$ cat config.mk
export PLATFORM = sky130hd
export DESIGN_NAME = pid_controller_dual_form_unit
export DESIGN_NICKNAME = d
export VERILOG_FILES = /design/src/rtl/piddf_pkg.sv /design/src/rtl/piddf_mac.sv /design/src/rtl/pid_controller_dual_form_unit.sv
export SDC_FILE = /design/constraint.sdc
export NUM_CORES = 2
export LEC_CHECK = 0
export ABC_CLOCK_PERIOD_IN_PS = 10300
export BUFFER_PORTS_ARGS = -buffer_cell sky130_fd_sc_hd__buf_2
export CORE_ASPECT_RATIO = 2
export CORE_MARGIN = 10
export CORE_UTILIZATION = 25
export DETAILED_ROUTE_END_ITERATION = 12
export PLACE_DENSITY = 0.37
export SLEW_MARGIN = 40
export SYNTH_ARGS = -nofsm -noshare
export SYNTH_HDL_FRONTEND = slang
export SYNTH_HIERARCHICAL = 1
export SYNTH_SLANG_ARGS = --single-unit
$ cat constraint.sdc
create_clock -name i_clk -period 10.3 [get_ports i_clk]
set_input_delay 0.515 -clock i_clk [delete_from_list [all_inputs] [get_ports i_clk]]
set_output_delay 0.515 -clock i_clk [all_outputs]
set_load 0.01 [all_outputs]
$ cat src/rtl/piddf_pkg.sv
// Shared widths, register indexes and pipeline word types of the PID controller
package piddf_pkg;

    localparam int ERR_W     = 16;
    localparam int GAIN_W    = 16;
    localparam int VAL_W     = 32;
    localparam int OPA_W     = 17;
    localparam int OPB_W     = 18;
    localparam int PA_W      = OPA_W + GAIN_W;
    localparam int PB_W      = OPB_W + GAIN_W;
    localparam int PC_W      = VAL_W + GAIN_W;
    localparam int SUM_W     = 50;
    localparam int CFG_IDX_W = 4;
    localparam int CFG_DAT_W = 32;

    typedef enum logic [CFG_IDX_W-1:0] {
        CFG_MODE     = 4'd0,
        CFG_GAIN_P   = 4'd1,
        CFG_GAIN_I   = 4'd2,
        CFG_GAIN_D   = 4'd3,
        CFG_OUT_HI   = 4'd4,
        CFG_OUT_LO   = 4'd5,
        CFG_INTEG_HI = 4'd6,
        CFG_INTEG_LO = 4'd7
    } t_cfg_idx;

    typedef struct packed {
        logic                    mode;
        logic signed [OPA_W-1:0] op_a;
        logic signed [OPB_W-1:0] op_b;
        logic signed [VAL_W-1:0] op_c;
    } t_op;

    typedef struct packed {
        logic                    mode;
        logic signed [SUM_W-1:0] sum;
    } t_sum;

endpackage

$ cat src/rtl/piddf_mac.sv
// Product and sum stages of the PID controller: three gain multiplies, then a wide sum
module piddf_mac (
    input  logic                                    i_clk,
    input  logic                                    i_rst_n,
    input  logic                                    i_op_valid,
    input  piddf_pkg::t_op                          i_op,
    output logic                                    o_op_ready,
    input  logic signed [piddf_pkg::GAIN_W-1:0]     i_gain_p,
    input  logic signed [piddf_pkg::GAIN_W-1:0]     i_gain_i,
    input  logic signed [piddf_pkg::GAIN_W-1:0]     i_gain_d,
    output logic                                    o_sum_valid,
    output piddf_pkg::t_sum                         o_sum,
    input  logic                                    i_sum_ready
);
    import piddf_pkg::*;

    logic                   r_b_valid;
    logic                   r_b_mode;
    logic signed [PA_W-1:0] r_pa;
    logic signed [PB_W-1:0] r_pb;
    logic signed [PC_W-1:0] r_pc;
    logic signed [PA_W-1:0] n_pa;
    logic signed [PB_W-1:0] n_pb;
    logic signed [PC_W-1:0] n_pc;
    logic                   r_c_valid;
    t_sum                   r_sum;
    t_sum                   n_sum;
    logic                   en_b;
    logic                   en_c;

    assign en_c       = !r_c_valid || i_sum_ready;
    assign en_b       = !r_b_valid || en_c;
    assign o_op_ready = en_b;

    assign n_pa = PA_W'(i_op.op_a) * PA_W'(i_gain_p);
    assign n_pb = PB_W'(i_op.op_b) * PB_W'(i_gain_d);
    assign n_pc = PC_W'(i_op.op_c) * PC_W'(i_gain_i);

    assign n_sum.mode = r_b_mode;
    assign n_sum.sum  = SUM_W'(r_pa) + SUM_W'(r_pb) + SUM_W'(r_pc);

    always_ff @(posedge i_clk) begin
        if (!i_rst_n) begin
            r_b_valid <= 1'b0;
            r_c_valid <= 1'b0;
        end else begin
            if (en_b) begin
                r_b_valid <= i_op_valid;
            end
            if (en_c) begin
                r_c_valid <= r_b_valid;
            end
        end
    end

    always_ff @(posedge i_clk) begin
        if (en_b && i_op_valid) begin
            r_b_mode <= i_op.mode;
            r_pa     <= n_pa;
            r_pb     <= n_pb;
            r_pc     <= n_pc;
        end
        if (en_c && r_b_valid) begin
            r_sum <= n_sum;
        end
    end

    assign o_sum_valid = r_c_valid;
    assign o_sum       = r_sum;

endmodule

$ cat src/rtl/pid_controller_dual_form_unit.sv
// PID controller, positional or incremental form, fixed point, top level
// Path: an accepted error word passes the stage A, B, C and D registers to its drive word.
// Throughput: one word per cycle while the output does not stall; error state
// updates at accept, the drive feedback add and output clamp close in the last stage.
// Reset: synchronous, clears the pipeline, error state and drive history,
// and loads the register defaults (zero gains, full-range limits).
module pid_controller_dual_form_unit (
    input  logic                                      i_clk,
    input  logic                                      i_rst_n,
    input  logic                                      i_cfg_valid,
    output logic                                      o_cfg_ready,
    input  logic [piddf_pkg::CFG_IDX_W-1:0]           i_cfg_index,
    input  logic [piddf_pkg::CFG_DAT_W-1:0]           i_cfg_data,
    input  logic                                      i_err_valid,
    output logic                                      o_err_stall,
    input  logic signed [piddf_pkg::ERR_W-1:0]        i_err_sample,
    output logic                                      o_drive_valid,
    input  logic                                      i_drive_stall,
    output logic signed [piddf_pkg::VAL_W-1:0]        o_drive_value
);
    import piddf_pkg::*;

    // configuration
    logic                     r_mode;
    logic signed [GAIN_W-1:0] r_gain_p;
    logic signed [GAIN_W-1:0] r_gain_i;
    logic signed [GAIN_W-1:0] r_gain_d;
    logic signed [VAL_W-1:0]  r_out_hi;
    logic signed [VAL_W-1:0]  r_out_lo;
    logic signed [VAL_W-1:0]  r_integ_hi;
    logic signed [VAL_W-1:0]  r_integ_lo;

    // controller state
    logic signed [ERR_W-1:0]  r_prev1;
    logic signed [ERR_W-1:0]  r_prev2;
    logic signed [VAL_W-1:0]  r_integral;
    logic signed [VAL_W-1:0]  r_drive_prev;

    logic                     r_a_valid;
    t_op                      r_a_op;
    t_op                      n_a_op;
    logic                     en_a;
    logic                     en_d;
    logic                     mac_ready;
    logic                     acc_in;

    logic signed [VAL_W:0]    integ_sum;
    logic signed [VAL_W:0]    integ_top;
    logic signed [VAL_W-1:0]  n_integral;
    logic signed [OPA_W-1:0]  d1;
    logic signed [OPB_W-1:0]  d2;

    logic                     sum_valid;
    t_sum                     sum_w;
    logic signed [SUM_W-1:0]  acc;
    logic signed [SUM_W-1:0]  acc_top;
    logic signed [VAL_W-1:0]  n_drive;
    logic                     r_drive_valid;
    logic signed [VAL_W-1:0]  r_drive;

    assign o_cfg_ready = 1'b1;

    always_ff @(posedge i_clk) begin
        if (!i_rst_n) begin
            r_mode     <= 1'b0;
            r_gain_p   <= '0;
            r_gain_i   <= '0;
            r_gain_d   <= '0;
            r_out_hi   <= {1'b0, {(VAL_W-1){1'b1}}};
            r_out_lo   <= {1'b1, {(VAL_W-1){1'b0}}};
            r_integ_hi <= {1'b0, {(VAL_W-1){1'b1}}};
            r_integ_lo <= {1'b1, {(VAL_W-1){1'b0}}};
        end else if (i_cfg_valid && o_cfg_ready) begin
            case (i_cfg_index)
                CFG_MODE:     r_mode     <= i_cfg_data[0];
                CFG_GAIN_P:   r_gain_p   <= i_cfg_data[GAIN_W-1:0];
                CFG_GAIN_I:   r_gain_i   <= i_cfg_data[GAIN_W-1:0];
                CFG_GAIN_D:   r_gain_d   <= i_cfg_data[GAIN_W-1:0];
                CFG_OUT_HI:   r_out_hi   <= i_cfg_data[VAL_W-1:0];
                CFG_OUT_LO:   r_out_lo   <= i_cfg_data[VAL_W-1:0];
                CFG_INTEG_HI: r_integ_hi <= i_cfg_data[VAL_W-1:0];
                CFG_INTEG_LO: r_integ_lo <= i_cfg_data[VAL_W-1:0];
                default: ;
            endcase
        end
    end

    // handshake chain, stage D is the output register
    assign en_d        = !r_drive_valid || !i_drive_stall;
    assign en_a        = !r_a_valid || mac_ready;
    assign o_err_stall = !en_a;
    assign acc_in      = i_err_valid && en_a;

    // stage A: integral clamp and error differences; upper clamp then lower
    assign integ_sum  = (VAL_W+1)'(r_integral) + (VAL_W+1)'(i_err_sample);
    assign integ_top  = (integ_sum > (VAL_W+1)'(r_integ_hi)) ? (VAL_W+1)'(r_integ_hi)
                                                               : integ_sum;
    assign n_integral = (integ_top < (VAL_W+1)'(r_integ_lo)) ? r_integ_lo
                                                               : integ_top[VAL_W-1:0];
    assign d1 = OPA_W'(i_err_sample) - OPA_W'(r_prev1);
    assign d2 = OPB_W'(i_err_sample) - (OPB_W'(r_prev1) <<< 1) + OPB_W'(r_prev2);

    always_comb begin
        n_a_op.mode = r_mode;
        if (r_mode) begin
            n_a_op.op_a = d1;
            n_a_op.op_b = d2;
            n_a_op.op_c = VAL_W'(i_err_sample);
        end else begin
            n_a_op.op_a = OPA_W'(i_err_sample);
            n_a_op.op_b = OPB_W'(d1);
            n_a_op.op_c = n_integral;
        end
    end

    always_ff @(posedge i_clk) begin
        if (!i_rst_n) begin
            r_a_valid  <= 1'b0;
            r_prev1    <= '0;
            r_prev2    <= '0;
            r_integral <= '0;
        end else begin
            if (en_a) begin
                r_a_valid <= i_err_valid;
            end
            if (acc_in) begin
                r_prev1 <= i_err_sample;
                if (r_mode) begin
                    r_prev2 <= r_prev1;
                end else begin
                    r_integral <= n_integral;
                end
            end
        end
    end

    always_ff @(posedge i_clk) begin
        if (acc_in) begin
            r_a_op <= n_a_op;
        end
    end

    piddf_mac u_mac (
        .i_clk       (i_clk),
        .i_rst_n     (i_rst_n),
        .i_op_valid  (r_a_valid),
        .i_op        (r_a_op),
        .o_op_ready  (mac_ready),
        .i_gain_p    (r_gain_p),
        .i_gain_i    (r_gain_i),
        .i_gain_d    (r_gain_d),
        .o_sum_valid (sum_valid),
        .o_sum       (sum_w),
        .i_sum_ready (en_d)
    );

    // stage D: drive feedback and output clamp
    assign acc     = sum_w.sum + (sum_w.mode ? SUM_W'(r_drive_prev) : SUM_W'(0));
    assign acc_top = (acc > SUM_W'(r_out_hi)) ? SUM_W'(r_out_hi) : acc;
    assign n_drive = (acc_top < SUM_W'(r_out_lo)) ? r_out_lo : acc_top[VAL_W-1:0];

    always_ff @(posedge i_clk) begin
        if (!i_rst_n) begin
            r_drive_valid <= 1'b0;
            r_drive_prev  <= '0;
        end else if (en_d) begin
            r_drive_valid <= sum_valid;
            if (sum_valid && sum_w.mode) begin
                r_drive_prev <= n_drive;
            end
        end
    end

    always_ff @(posedge i_clk) begin
        if (en_d && sum_valid) begin
            r_drive <= n_drive;
        end
    end

    assign o_drive_valid = r_drive_valid;
    assign o_drive_value = r_drive;

endmodule

==> results by group <==
Power and ir drop
  • Comb power frac: 45.6%
  • Internal power of the cells: roughly 5.3 mW
  • Sw Ratio: roughly 44%
  • Pwr per Cell Area: around 120 nW/um^2
  • Reg power frac: 31.0%
  • Psw: ~4.2 mW
  • Lkg Pwr: roughly 37 nW
  • Peak VDD IR: between 0.1 and 0.15 mV
  • Clock power share: 23.4%

Timing
  • Fin crit period: 9.56 ns
  • Setup WS post-layout: 0.740 ns
  • Fmax: 0.105 GHz
  • Hold WS: 0.0952 ns
  • RSZ-0062 raised after global routing: false
  • Least-Margin Pin Slew: 0.964 ns
  • Final Hold Violating Endpoints: 0
  • Max Slew Vio Count: 0
  • Endpoints failing setup: 0
  • Final Skew: 0.0447 ns
  • Setup TNS: 0 ns
  • Fin crit share: 92.8%
  • Slew margin rel.: 35.7%

Synth
  • Async SR Flop Fraction: 0%
  • Syn Inst Count: 7,857
  • Seq cells post-synth: 543
  • Synth Area per Inst: 9.22 um^2
  • Ys Warns: 6
  • Post-synth EDFFs: 266
  • Area of the mapped netlist: just over 70,000 um^2
  • Cell variety after synth: slightly below 100
  • Sequential fraction of the synthesis area: roughly a fifth
  • Syn Nets: 9,643
  • Ys flop type: dfxtp_1

Placed design
  • Area post-placement: between 70,000 and 80,000 um^2
  • Pre-CTS setup slack: approximately 0.61 ns
  • DP Wirelength: about 240 mm
  • Gpl congestion: 0.877
  • I/O Buffers: 90

Die
  • DIE WIDTH: 401 um
  • Core area: 289,000 um^2
  • Initial Util: 25.1%
  • Num ports: a little over 90
  • Row cnt: 279
  • Die area: 313,000 um^2
  • Height of the die: 781 um

Final layout
  • Cell area after layout: 79,900 um^2
  • Fin util: about 28%
  • Nets: 9,623
  • Layout cells sized above 1: 5.82%
  • Area growth syn-to-layout: 10.3%

Clock network
  • CTS resizes: 0
  • Cts hold-fix bufs: 0
  • Cts bufs inserted: 56
  • Clk_lat worst skew: 0.71 ns
  • CTS tree: yes
  • Htree depth: 2
  • Sink Count: 543
  • Clock transition at path regs: 0.08 ns
  • Max Root-Sink Buffers: 3
  • Postcts setup bufs: 0
  • Root Buffer: clkbuf_16

Global routing
  • First-pass GRT wire length: 418 mm
  • Vias in the first global route: 60,201
  • Initial antenna violation count: 36
  • Grt total ovfl: 0
  • Largest net degree at the start of global routing: 75
  • Total global routing track utilization: 18.3%

Worst setup path
  • R2R depth: 33
  • Startpoint class of the critical path: flip-flop
  • Req. time, crit path: 10.87 ns
  • Worst setup path class: flip-flop to flip-flop
  • Worst EP arrival: ~10 ns
  • Largest delay share family, worst path: compound AO/OA/AOI/OAI gates
  • Crit-path most repeated cell: ha_1
  • Levels on crit path: 33
  • Critical path fanouts, max: 33
  • Critical Path Max Stage Delay: 0.61 ns
  • Crit path buf inv count: 3
  • Worst path slowest cell: edfxtp_1
  • Worst setup EP type: flip-flop

Detailed routing
  • Vias post-DR: around 54,000
  • Final ANT Viol Nets: 0
  • Routed met1 length: 92.7 mm
  • Met3 routed WL: slightly above 7 mm
  • Drt total wl: 293 mm
  • Vias per inst: 4.63
  • Drt drc: 0
  • 1st-pass router iterations: 5
  • DR WL/cell: around 25 um
  • DR top layer: met5
  • Initial DRC count: around 2,200
  • DR WL met2: 167 mm

Job
  • Max Cap Viol: 0

Worst hold path
  • Worst min path class: input port to flip-flop
  • Worst hold stages: 3

Status
  • Outcome: finished clean
[final timing paths]
check / slack (ns) / end / start
worst max-delay path: 0.74 / r_drive_prev[1] / u_mac/o_sum[50]
worst min-delay path: 0.1 / o_drive_valid / i_drive_stall
worst max register to register: 0.74 / r_drive_prev[1] / u_mac/o_sum[50]
worst min register to register: 0.42 / u_mac/r_b_mode / r_a_op[67]
[layer usage]
metal,up-vias,global-route usage (%)
met2,1029,37.3
li1,24972,-
met4,14,13.4
met3,468,1.47
met1,27962,16.6
met5,-,0
[stage by stage]
step / cells / power [mW]
after global placement: 11543 / 7.24
final: 11751 / 9.49
after detailed placement: 11569 / 7.35
after CTS: 11673 / 9.65
after global routing: 11747 / 10.0
after floorplan: 7857 / 5.42
[power groups by stage]
stage / clock (mW) / sequential, mW / combinational [mW]
floorplan: 0 / 2.76 / 2.66
CTS: 2.31 / 2.96 / 4.38
finish: 2.22 / 2.94 / 4.32
global placement: 0 / 3.21 / 4.03
global route: 2.36 / 2.96 / 4.74
detailed placement: 0 / 3.01 / 4.34
[synth_stat cells, drive strengths merged (8+ instances only)]
| master | n | area, um^2 |
|---|---|---|
| o21bai | 43 | 323 |
| a211oi | 32 | 263 |
| and4 | 11 | 96.3 |
| nand3b | 8 | 60.1 |
| and2 | 453 | 2840 |
| nand4 | 55 | 344 |
| edfxtp | 266 | 7990 |
| nor2b | 73 | 457 |
| o41ai | 10 | 140 |
| a21o | 189 | 1420 |
| xnor2 | 192 | 1690 |
| a21boi | 126 | 946 |
| a211o | 8 | 70.1 |
| dfxtp | 277 | 5550 |
| or3 | 9 | 56.3 |
| a221oi | 9 | 78.8 |
| mux2 | 63 | 717 |
| o21a | 37 | 279 |
| nor2 | 221 | 832 |
| ha | 609 | 7620 |
| nand3 | 75 | 375 |
| mux2i | 73 | 731 |
| nand2 | 1140 | 4280 |
| a41oi | 9 | 86.3 |
| o211ai | 78 | 586 |
| a31oi | 32 | 206 |
| clkbuf | 286 | 1070 |
| buf | 21 | 118 |
| and3 | 38 | 243 |
| a21oi | 269 | 1370 |
| a22o | 27 | 236 |
| o31ai | 13 | 111 |
| o21ai | 253 | 1280 |
| xor2 | 73 | 639 |
| nor3 | 53 | 265 |
| nand2b | 52 | 325 |
| inv | 1452 | 5450 |
| fa | 1120 | 22400 |
[registers in the layout, indices dropped and copies added, names as in the netlist, 16 cells and up]
register,cells
r_out_lo,32
r_gain_d,16
r_gain_p,16
r_prev2,16
r_gain_i,16
r_integral,32
u_mac/r_pa,33
u_mac/r_pb,34
u_mac/r_pc,48
r_out_hi,32
r_integ_lo,32
u_mac/o_sum,50
r_a_op,68
r_prev1,16
o_drive_value,32
r_drive_prev,32
r_integ_hi,32
[placed cells by master, fill, tap and decap left out, types with 72 or more instances in the layout]
| master | Yosys | layout |
|---|---|---|
| and2_1 | 452 | 450 |
| buf_4 | 6 | 108 |
| buf_2 | 7 | 88 |
| inv_1 | 1451 | 1451 |
| xor2_1 | 73 | 72 |
| diode_2 | 0 | 75 |
| nand3_1 | 75 | 75 |
| a21oi_1 | 264 | 261 |
| o21ai_0 | 217 | 208 |
| ha_1 | 609 | 608 |
| a21o_1 | 188 | 188 |
| fa_1 | 1120 | 1120 |
| edfxtp_1 | 266 | 266 |
| nand2_1 | 1140 | 1139 |
| dfxtp_1 | 277 | 254 |
| a21boi_0 | 123 | 123 |
| mux2i_1 | 73 | 72 |
| o211ai_1 | 78 | 78 |
| nor2_1 | 220 | 218 |
| xnor2_1 | 191 | 191 |
[cell families (layout without fill, tap and decap cells)]
family          Yosys count  count (layout)  synth area share [%]
simple gates           2215            2215                  14.3
fa+ha+maj              1729            1729                  41.5
flops                   543             543                  18.7
other cells               1              76               0.00518
buf+inv                1761            1787                  9.18
xor+xnor                265             265                  3.21
compound gates         1207            1207                  11.1
mux                     136             136                  2.00
[area by class of cell]
cell class | count | area [um^2]
Fill cell | 30687 | 209000
Multi-Input combinational cell | 5553 | 52400
Antenna cell | 75 | 188
Clock buffer | 68 | 1500
Tap cell | 3793 | 4750
Timing Repair Buffer | 229 | 1670
Inverter | 1454 | 5460
Sequential cell | 543 | 13600
Clock inverter | 36 | 377
[worst register-to-register path, delay by kind of cell, from the launching register on]
kind	cells	cell delay, ns
and+or+nand+nor	5	0.98
muxes	2	0.81
buffers and inverters	3	0.72
DFF	1	0.61
AOI/OAI and AO/OA	17	4.70
xor gates and xnor gates	3	0.65
adders and majority gates	3	1.01
Power figures use the tool's default switching activity.
